<file path="config.mk">
export PLATFORM = sky130hd
export DESIGN_NAME = double_ended_queue
export DESIGN_NICKNAME = d
export VERILOG_FILES = /design/src/rtl/deq_pkg.sv /design/src/rtl/deq_ram.sv /design/src/rtl/deq_ctrl.sv /design/src/rtl/deq_dpath.sv /design/src/rtl/double_ended_queue.sv
export SDC_FILE = /design/constraint.sdc
export NUM_CORES = 1
export LEC_CHECK = 0
export BUFFER_PORTS_ARGS = -buffer_cell sky130_fd_sc_hd__buf_2
export CORE_UTILIZATION = 35
export CTS_BUF_LIST = sky130_fd_sc_hd__clkbuf_4
export DETAILED_ROUTE_END_ITERATION = 12
export PLACE_DENSITY_LB_ADDON = 0.2
export SYNTH_ARGS = -nofsm -noshare
export SYNTH_HDL_FRONTEND = slang
export SYNTH_HIERARCHICAL = 1
export SYNTH_SLANG_ARGS = --single-unit
</file>
<file path="constraint.sdc">
create_clock -name clk -period 3.1 [get_ports clk]
set_input_delay 0.465 -clock clk [delete_from_list [all_inputs] [get_ports clk]]
set_output_delay 0.465 -clock clk [all_outputs]
set_load 0.1 [all_outputs]
</file>
<file path="src/rtl/deq_pkg.sv">
// Package for the double-ended queue: ring depth, pointer and count widths,
// operation and status codes, item/result structs and controller command bundle.
// No dependencies.
package deq_pkg;

	localparam int DEPTH = 16;
	localparam int PTR_W = (DEPTH > 1) ? $clog2(DEPTH) : 1;
	localparam int CNT_W = $clog2(DEPTH + 1);
	localparam int CHAR_W = 8;

	typedef enum logic [1:0] {
		FN_PUSH_FRONT = 2'd0,
		FN_PUSH_BACK  = 2'd1,
		FN_POP_FRONT  = 2'd2,
		FN_POP_BACK   = 2'd3
	} func_t;

	typedef enum logic [1:0] {
		ST_OK        = 2'd0,
		ST_UNDERFLOW = 2'd1,
		ST_OVERFLOW  = 2'd2
	} status_t;

	typedef struct packed {
		logic [1:0]        func;
		logic [CHAR_W-1:0] char_in;
	} deq_in_t;

	typedef struct packed {
		logic [CHAR_W-1:0] front_char;
		logic [CHAR_W-1:0] back_char;
		logic              is_empty;
		logic              is_full;
		logic [1:0]        status;
	} deq_out_t;

	// controller -> datapath
	typedef struct packed {
		logic load;   // capture the accepted beat
		logic exec;   // update pointers, count, write the ring
		logic read;   // fetch front and back slots
	} deq_cmd_t;

	function automatic logic [PTR_W-1:0] ptr_inc(input logic [PTR_W-1:0] p);
		return (p == PTR_W'(DEPTH - 1)) ? '0 : p + PTR_W'(1);
	endfunction

	function automatic logic [PTR_W-1:0] ptr_dec(input logic [PTR_W-1:0] p);
		return (p == '0) ? PTR_W'(DEPTH - 1) : p - PTR_W'(1);
	endfunction

endpackage

</file>
<file path="src/rtl/deq_ram.sv">
// Generic RAM: one write port, two read ports with registered read data.
// No dependencies.
module deq_ram #(
	parameter int WIDTH = 8,
	parameter int DEPTH = 16,
	localparam int AW = (DEPTH > 1) ? $clog2(DEPTH) : 1
) (
	input  logic                 clk,
	input  logic                 we,
	input  logic [AW-1:0]        waddr,
	input  logic [WIDTH-1:0]     wdata,
	input  logic                 re,
	input  logic [AW-1:0]        raddr_a,
	input  logic [AW-1:0]        raddr_b,
	output logic [WIDTH-1:0]     rdata_a,
	output logic [WIDTH-1:0]     rdata_b
);
	logic [WIDTH-1:0] mem_q [DEPTH];

	always_ff @(posedge clk) begin
		if (we) begin
			mem_q[waddr] <= wdata;
		end
		if (re) begin
			rdata_a <= mem_q[raddr_a];
			rdata_b <= mem_q[raddr_b];
		end
	end

endmodule

</file>
<file path="src/rtl/deq_ctrl.sv">
// Controller for the double-ended queue: sequences exec, read and result beat.
// Depends on deq_pkg.
module deq_ctrl (
	input  logic              clk,
	input  logic              arst_n,
	input  logic              start,
	output logic              busy,
	output logic              done,
	output deq_pkg::deq_cmd_t cmd
);
	typedef enum logic [1:0] {S_IDLE, S_EXEC, S_READ, S_DONE} state_t;

	state_t state_q;
	logic   done_q;
	logic   accept;

	assign busy   = (state_q == S_EXEC) || (state_q == S_READ);
	assign accept = start && !busy;
	assign done   = done_q;

	assign cmd.load = accept;
	assign cmd.exec = (state_q == S_EXEC);
	assign cmd.read = (state_q == S_READ);

	always_ff @(posedge clk or negedge arst_n) begin
		if (!arst_n) begin
			state_q <= S_IDLE;
			done_q  <= 1'b0;
		end else begin
			done_q <= 1'b0;
			case (state_q)
				S_IDLE, S_DONE: begin
					state_q <= accept ? S_EXEC : S_IDLE;
				end
				S_EXEC: begin
					state_q <= S_READ;
				end
				S_READ: begin
					state_q <= S_DONE;
					done_q  <= 1'b1;
				end
				default: begin
					state_q <= S_IDLE;
				end
			endcase
		end
	end

endmodule

</file>
<file path="src/rtl/deq_dpath.sv">
// Datapath for the double-ended queue: head/tail pointers, count, status and
// the ring store. Depends on deq_pkg and deq_ram.
module deq_dpath (
	input  logic              clk,
	input  logic              arst_n,
	input  deq_pkg::deq_cmd_t cmd,
	input  deq_pkg::deq_in_t  item,
	output deq_pkg::deq_out_t result
);
	logic [1:0]                  func_q;
	logic [deq_pkg::CHAR_W-1:0]  char_q;
	logic [deq_pkg::PTR_W-1:0]   head_q, tail_q;
	logic [deq_pkg::CNT_W-1:0]   cnt_q;
	deq_pkg::status_t            status_q;

	logic                        full, empty;
	logic                        we;
	logic [deq_pkg::PTR_W-1:0]   waddr;
	logic [deq_pkg::PTR_W-1:0]   head_d, tail_d;
	logic [deq_pkg::CNT_W-1:0]   cnt_d;
	deq_pkg::status_t            status_d;
	logic [deq_pkg::CHAR_W-1:0]  rd_front, rd_back;

	assign full  = (cnt_q == deq_pkg::CNT_W'(deq_pkg::DEPTH));
	assign empty = (cnt_q == '0);

	always_comb begin
		we       = 1'b0;
		waddr    = tail_q;
		head_d   = head_q;
		tail_d   = tail_q;
		cnt_d    = cnt_q;
		status_d = deq_pkg::ST_OK;
		case (func_q)
			deq_pkg::FN_PUSH_FRONT: begin
				if (full) begin
					status_d = deq_pkg::ST_OVERFLOW;
				end else begin
					head_d = deq_pkg::ptr_dec(head_q);
					waddr  = head_d;
					we     = 1'b1;
					cnt_d  = cnt_q + deq_pkg::CNT_W'(1);
				end
			end
			deq_pkg::FN_PUSH_BACK: begin
				if (full) begin
					status_d = deq_pkg::ST_OVERFLOW;
				end else begin
					waddr  = tail_q;
					tail_d = deq_pkg::ptr_inc(tail_q);
					we     = 1'b1;
					cnt_d  = cnt_q + deq_pkg::CNT_W'(1);
				end
			end
			deq_pkg::FN_POP_FRONT: begin
				if (empty) begin
					status_d = deq_pkg::ST_UNDERFLOW;
				end else begin
					head_d = deq_pkg::ptr_inc(head_q);
					cnt_d  = cnt_q - deq_pkg::CNT_W'(1);
				end
			end
			deq_pkg::FN_POP_BACK: begin
				if (empty) begin
					status_d = deq_pkg::ST_UNDERFLOW;
				end else begin
					tail_d = deq_pkg::ptr_dec(tail_q);
					cnt_d  = cnt_q - deq_pkg::CNT_W'(1);
				end
			end
			default: begin
				status_d = deq_pkg::ST_OK;
			end
		endcase
	end

	always_ff @(posedge clk) begin
		if (cmd.load) begin
			func_q <= item.func;
			char_q <= item.char_in;
		end
		if (cmd.exec) begin
			status_q <= status_d;
		end
	end

	always_ff @(posedge clk or negedge arst_n) begin
		if (!arst_n) begin
			head_q <= '0;
			tail_q <= '0;
			cnt_q  <= '0;
		end else if (cmd.exec) begin
			head_q <= head_d;
			tail_q <= tail_d;
			cnt_q  <= cnt_d;
		end
	end

	// read happens the cycle after the write, so no read/write collision
	deq_ram #(
		.WIDTH(deq_pkg::CHAR_W),
		.DEPTH(deq_pkg::DEPTH)
	) u_ring (
		.clk     (clk),
		.we      (cmd.exec && we),
		.waddr   (waddr),
		.wdata   (char_q),
		.re      (cmd.read),
		.raddr_a (head_q),
		.raddr_b (deq_pkg::ptr_dec(tail_q)),
		.rdata_a (rd_front),
		.rdata_b (rd_back)
	);

	assign result.front_char = empty ? '0 : rd_front;
	assign result.back_char  = empty ? '0 : rd_back;
	assign result.is_empty   = empty;
	assign result.is_full    = full;
	assign result.status     = status_q;

endmodule

</file>
<file path="src/rtl/double_ended_queue.sv">
// Top level of the double-ended queue of 8-bit characters.
// Depends on deq_pkg, deq_ctrl, deq_dpath (which holds deq_ram).

// A command beat is taken on a clock edge with start high and busy low. Each
// operation steps through S_EXEC, S_READ and S_DONE: the pointers and count
// update and the ring is written in S_EXEC, front and back slots are read from
// the ring's registered read port in S_READ, and the result shows with done in
// S_DONE. busy is low in S_DONE, so the next command can be taken there. done
// is high for exactly one cycle per command and the result is valid only then;
// it is not held, so the receiver must take it in that cycle. Push on a full
// queue is dropped with overflow status, pop on an empty queue is ignored with
// underflow status. No clearing pass after reset: the queue is empty and usable
// at once.
module double_ended_queue (
	input  logic              clk,
	input  logic              arst_n,
	input  logic              start,
	output logic              busy,
	input  deq_pkg::deq_in_t  item,
	output logic              done,
	output deq_pkg::deq_out_t result
);
	deq_pkg::deq_cmd_t cmd;

	deq_ctrl u_ctrl (
		.clk    (clk),
		.arst_n (arst_n),
		.start  (start),
		.busy   (busy),
		.done   (done),
		.cmd    (cmd)
	);

	deq_dpath u_dpath (
		.clk    (clk),
		.arst_n (arst_n),
		.cmd    (cmd),
		.item   (item),
		.result (result)
	);

	a_accept_busy: assert property (@(posedge clk) disable iff (!arst_n)
		start && !busy |=> busy && !done)
		else $error("accepted beat did not start the sequence");

	a_done_after_busy: assert property (@(posedge clk) disable iff (!arst_n)
		done |-> $past(busy))
		else $error("result beat without a command in flight");

	a_empty_full: assert property (@(posedge clk) disable iff (!arst_n)
		done |-> !(result.is_empty && result.is_full))
		else $error("queue reported empty and full at once");

	a_underflow: assert property (@(posedge clk) disable iff (!arst_n)
		done && (result.status == deq_pkg::ST_UNDERFLOW) |-> result.is_empty)
		else $error("underflow on a non-empty queue");

	a_overflow: assert property (@(posedge clk) disable iff (!arst_n)
		done && (result.status == deq_pkg::ST_OVERFLOW) |-> result.is_full)
		else $error("overflow on a non-full queue");

endmodule

</file>
* Word-level counts from Yosys, hierarchy flattened
Memory sizes are Yosys's and may differ from the RTL's. A register that Yosys moved wholly into a read port is not among the register bits.
Index checks and enable logic that the tools add are counted.
** Word-level totals
- Logic and storage cells :: 74
- Register bits after elaboration :: 28
- Bits in writable memories :: 128
- Memory bits (read-only) :: 0
- Memories kept :: 1
- Latch bits :: 0
- Input bits :: 13
- Output and inout port bits :: 22
** Memory list
- u_dpath.u_ring.mem_q :: words 16, bits a word 8, rd ports 2, clocked after Yosys merged registers in 2, write ports 1, RTL line deq_ram.sv:18 : logic [WIDTH-1:0] mem_q [DEPTH];
** Operators by class
- Reductions and logical operators :: 17
- Bitwise gates (word level) :: 0
- Shift operators :: 0
- Muxes and demuxes :: 27
- Divide/modulo/power cells :: 0
- $add $sub $neg :: 6
- $lt $le $gt $ge :: 0
- Multiply operators :: 0
- Equal/unequal tests :: 15
** Operators by type and width (count)
- 2-to-1 mux 4 bit :: 10
- 2-to-1 mux 8 bit :: 2
- case mux 4 bit (2 select lines) :: 2
- != test 2 bit, second input constant :: 6
- 2-to-1 mux 5 bit :: 2
- case mux 5 bit (2 select lines) :: 1
- adder 4 x 1 -> 4 bit, second input constant :: 2
- == test 2 bit, second input constant :: 4
- == test 4 bit, second input constant :: 2
- logical NOT 4 bit :: 2
- AND reduction 4 bit :: 2
- subtractor 4 x 1 -> 4 bit, second input constant :: 2
- 2-to-1 mux 1 bit :: 7
- case mux 2 bit (3 select lines) :: 1
- OR reduction 2 bit :: 3
- adder 5 x 1 -> 5 bit, second input constant :: 1
- == test 5 bit, second input constant :: 1
- logical NOT 5 bit :: 1
- subtractor 5 x 1 -> 5 bit, second input constant :: 1
- == test 2 x 1 -> 1 bit, second input constant :: 2
- logical NOT 2 bit :: 2
- case mux 2 bit (2 select lines) :: 1
- nonzero test 2 bit :: 2
- AND reduction 3 bit :: 1
- other kinds (4) :: 5

* Depth between registers and ports, before layout
- Word-level depth :: 6
- Gate-level depth with buffers :: 9
- Mapped depth without buffers :: 8

* Hierarchy
The synthesis kept the hierarchy.
** By module, submodules not included
- deq_ram :: area an instance 6506.2 um^2, times used 1, cells each 307, sequential area each 4324.1 um^2
- deq_dpath :: area an instance 1506.4 um^2, times used 1, cells each 147, sequential area each 685.7 um^2
- deq_ctrl :: area an instance 141.4 um^2, times used 1, cells each 11, sequential area each 75.1 um^2

* Worst setup path after synthesis
OpenSTA, ideal clock, no wires.
- Kind :: reg-to-reg
- Start :: reg u_dpath.func_q[1]
- End :: mem u_dpath.u_ring.mem_q[0][0], enable pin
- Setup time :: 0.383 ns
- Arrival time :: 2.574 ns
- Buffers on the path :: 1
- Cell stages (with the launch flop) :: 6
- Clock period less this slack :: 2.957 ns
- Path slack :: 0.143 ns
- Required time :: 2.717 ns
- Cells stage by stage :: edfxtp_1 clkbuf_1 a211oi_1 mux2_2 or3b_2 nor3_1
** Between the ends
- Elaborated cells between the ends (all ways) :: 8
- Classes of those cells :: eq/ne: 1; mux: 4; reduce/logical: 3
** RTL lines
- start, declared :: RTL line deq_dpath.sv:10 : logic [1:0] func_q;
- start signal, assigned :: RTL line deq_dpath.sv:79 : func_q <= item.func;
- logical NOT 2 bit :: RTL line deq_dpath.sv:34 : case (func_q)
- 2-to-1 mux 4 bit
- named net u_dpath.waddr, one bit :: RTL line deq_dpath.sv:18 : logic [deq_pkg::PTR_W-1:0] waddr;
- end, declared :: RTL line deq_ram.sv:18
The timed path passes the listed nets, and every way through them passes these cells.

* Final worst setup path
- Start :: reg u_dpath/cnt_q[0] in the netlist's numbering
- End :: mem u_dpath.u_ring.mem_q[0][7], enable pin
** Between the ends
- Elaborated cells between the ends (all ways) :: 8
- Classes of those cells :: eq/ne: 1; mux: 6; reduce/logical: 1
** RTL lines
- start, declared :: RTL line deq_dpath.sv:13 : logic [deq_pkg::CNT_W-1:0] cnt_q;
- start signal, assigned :: RTL line deq_dpath.sv:95 : cnt_q <= cnt_d;
- == test 5 bit :: RTL line deq_dpath.sv:24 : assign full = (cnt_q == deq_pkg::CNT_W'(deq_pkg::DEPTH));
- 2-to-1 mux 4 bit :: RTL line deq_dpath.sv:36 : if (full) begin
- 2-to-1 mux 4 bit
- named net u_dpath.waddr, one bit :: RTL line deq_dpath.sv:18
The timed path passes the listed nets, and every way through them passes these cells.

==> metrics.md <==
| Metric | Value |
|---|---|
| Run status | complete, no violations |
| Count of flip-flops with a built-in enable after synthesis | 156 |
| Post-DR wirelength/cell | 21.82 um |
| Critical-path maximum fanout | 8 |
| Clock latency reported for the late side of the worst-skew pair | 560 ps |
| Worst slack on hold paths | 73.94 ps |
| Required time at the worst-slack endpoint | 3360 ps |
| Crit path kind | register to register |
| Pin count of the biggest net entering global routing | 33 |
| Number of setup violations in the final report | 0 |
| All-Layer GR Usage | 15.68% |
| Number of sinks on the clock net | 172 |
| Post-Synthesis Cells | 465 |
| Area share of the leading cell type in the synthesized netlist | 57.45% |
| Top cell types by occurrence after synthesis | 156 x edfxtp_1, 34 x mux4_2, 33 x a22oi_1 |
| Fraction of layout instances using a drive strength above 1 | 27.39% |
| HPWL after DPL | 12.01 mm |
| F_max | 0.3417 GHz |
| Worst hold path type | input port to register |
| Starting Density | 35.91% |
| Area of the die | 0.02391 mm2 |
| CTS tree | built |
| Post-route antenna net violation count | 0 |
| CTS clk-pin slew, worst paths | 140 ps |
| Final Hold Fails | 0 |
| H-Tree Level Count | 4 |
| Synthesized cell area | 0.008154 mm2 |
| Antenna violations before repair | 1 |
| Synth-to-layout area growth | 10.34% |
| Post-synth top flop | edfxtp_1 |
| DRC violations left | 0 |
| Number of global-route vias before repair | 4452 |
| Final count of pins violating max slew | 0 |
| Synthesized net count | 486 |
| GRT overflow | 0 |
| Final worst-path cycle share | 94.41% |
| Total of max-cap violations | 0 |
| # rows | 55 |
| Sequential area share after synthesis | 62.36% |
| Number of DRC markers in iteration 0 | 378 |
| Ports | 35 |
| Vias after detailed routing | 4467 |
| GPL Wtd Cong | 0.7951 |
| Type of element capturing the critical path | register |
| Clock skew after layout | 23.88 ps |
| Filler cells | 2089 |
| Number of buffer cells added on primary ports | 34 |
| TritonRoute pass-1 iters | 4 |
| Normalized max-slew margin | 40.13% |
| CTS max path bufs | 2 |
| Yosys warning total | 6 |
| Share of async-settable or async-resettable flops after synthesis | 9.302% |
| Drt via density | 5.448 |
| Tightest Pin Transition | 896.2 ps |
| Setup fix buffers added after clock tree synthesis | 0 |
| Clock Tree Root | clkbuf_4 |
| Number of buffers added by the clock tree synthesis step | 17 |
| Height of the die | 154.6 um |
| Floorplan die width | 154.6 um |
| Wire length of the first global-routing pass | 27.23 mm |
| Critical Path Start Type | register |
| Count of distinct cell types in the synthesized netlist | 48 |
| Library cell with the highest instance count after synthesis | edfxtp_1 |
| Mapped Avg Cell Area | 17.54 um2 |
| Register bit total from synthesis | 172 |
| Crit path DAT | 3190 ps |
| Area of the core | 0.02271 mm2 |
| Most area-hungry cell type in the Yosys netlist | edfxtp_1 |
| Dominant cells by area after synthesis | edfxtp_1 57%, mux4_2 9.4%, mux4_1 9.0% |
| Routed wire length | 17.89 mm |
| NumNets Final | 541 |
| Shortest period the worst path allows | 2927 ps |
[path summary, 6_finish.rpt]
kind / from / depth (start not counted) / to / slack (ps)
worst max-delay path: u_dpath/cnt_q[0]$_DFFE_PN0P_ / 6 / u_dpath/u_ring/mem_q[0][7]$_DFFE_PP_ / 170
worst min-delay path: item[5] / 1 / u_dpath/char_q[5]$_DFFE_PP_ / 70
worst max register to register: u_dpath/cnt_q[0]$_DFFE_PN0P_ / 6 / u_dpath/u_ring/mem_q[0][7]$_DFFE_PP_ / 170
worst min register to register: u_dpath/cnt_q[3]$_DFFE_PN0P_ / 2 / u_dpath/cnt_q[3]$_DFFE_PN0P_ / 610
max in group asynchronous: arst_n / 2 / u_dpath/head_q[0]$_DFFE_PN0P_ / 2440
min in group asynchronous: arst_n / 2 / u_dpath/cnt_q[4]$_DFFE_PN0P_ / 350
[area by class of cell]
type / instances / area [um2] / area share, %
Tap cell: 285 / 356.6 / 3.963
Clock buffer: 18 / 135.1 / 1.502
Clock inverter: 14 / 115.1 / 1.279
Sequential cell: 172 / 5086 / 56.53
Timing Repair Buffer: 66 / 440.4 / 4.895
Antenna cell: 2 / 5.005 / 0.05563
Inverter: 12 / 45.04 / 0.5006
Multi-Input combinational cell: 251 / 2814 / 31.28
[metrics by stage]
step | instances | utilization, % | instance area (um2) | worst slack, ps | TNS (ps)
3_3_place_gp | 784 | 38.38 | 8716 | 312.2 | 0
6_report | 820 | 39.62 | 8997 | 173.4 | 0
5_1_grt | 820 | 39.62 | 8997 | -3.161 | -5.995
2_1_floorplan | 465 | - | 8154 | 142.7 | 0
4_1_cts | 817 | 39.53 | 8976 | 122.9 | 0
3_5_place_dp | 784 | 38.38 | 8716 | 213.9 | 0
[cells in the final DEF (no fill, tap or decap), drive strengths merged, types with 2 or more instances in the layout]
cell type    instances
nor3                 7
a21oi                7
nor3b                2
mux4                64
clkinv               8
mux2                 4
a22oi               33
and2b                2
clkinvlp             2
diode                2
inv                 16
nor2b               20
xor2                 7
buf                 64
dlygate4sd3          2
a211oi               2
nand3b               2
xnor2                5
o21ai               11
nand2b               5
and2                 5
nand3                2
dfrtp               16
mux2i                4
edfxtp             156
nand2               21
a31oi                3
nor2                22
clkbuf              18
o31ai                3
ha                   8
[worst max-delay path, stage by stage, from the launching register on]
cell	delay (ps)
dfrtp_1	500
nor4_2	120
a211oi_1	690
mux2_2	440
or3b_2	500
nor3_1	180
buf_4	210
[state kept, by name (all words and copies together) (netlist names)]
name                    cells
u_dpath/u_ring/rdata_a      8
u_dpath/char_q              8
u_dpath/tail_q              4
u_dpath/head_q              4
u_dpath/func_q              2
u_dpath/u_ring/rdata_b      8
u_dpath/u_ring/mem_q      128
u_dpath/status_q            2
u_ctrl/state_q              2
u_ctrl/done                 1
u_dpath/cnt_q               5
[kinds of logic (layout without fill, tap and decap cells)]
| logic type | after synthesis | after routing | share of synthesized area (%) |
|---|---|---|---|
| buffers and inverters | 42 | 110 | 3.345 |
| other | 0 | 2 | 0 |
| flip-flops | 172 | 172 | 62.36 |
| AO/OA/AOI/OAI | 65 | 65 | 5.647 |
| adder cells (fa/ha/maj) | 8 | 8 | 1.228 |
| XOR/XNOR | 12 | 12 | 1.289 |
| multiplexers | 72 | 72 | 20.12 |
| AND/OR/NAND/NOR | 94 | 94 | 6.015 |
[per-layer routing]
layer,vias up,GRT usage [%],routed length (um)
met2,120,24.91,8538
met3,14,2.718,817
met5,-,0,0
met1,2320,22.08,8323
li1,2013,-,-
met4,0,4.620,215
[repair_timing]
action	in CTS	in global routing
hold buffers	1	1
setup endpoints to repair	0	8
endpoints found under the hold margin	16	1
gates resized for setup	0	1
Power is not shown: default switching activity piles up to over one toggle a cycle in this logic, so the estimate is an artifact.
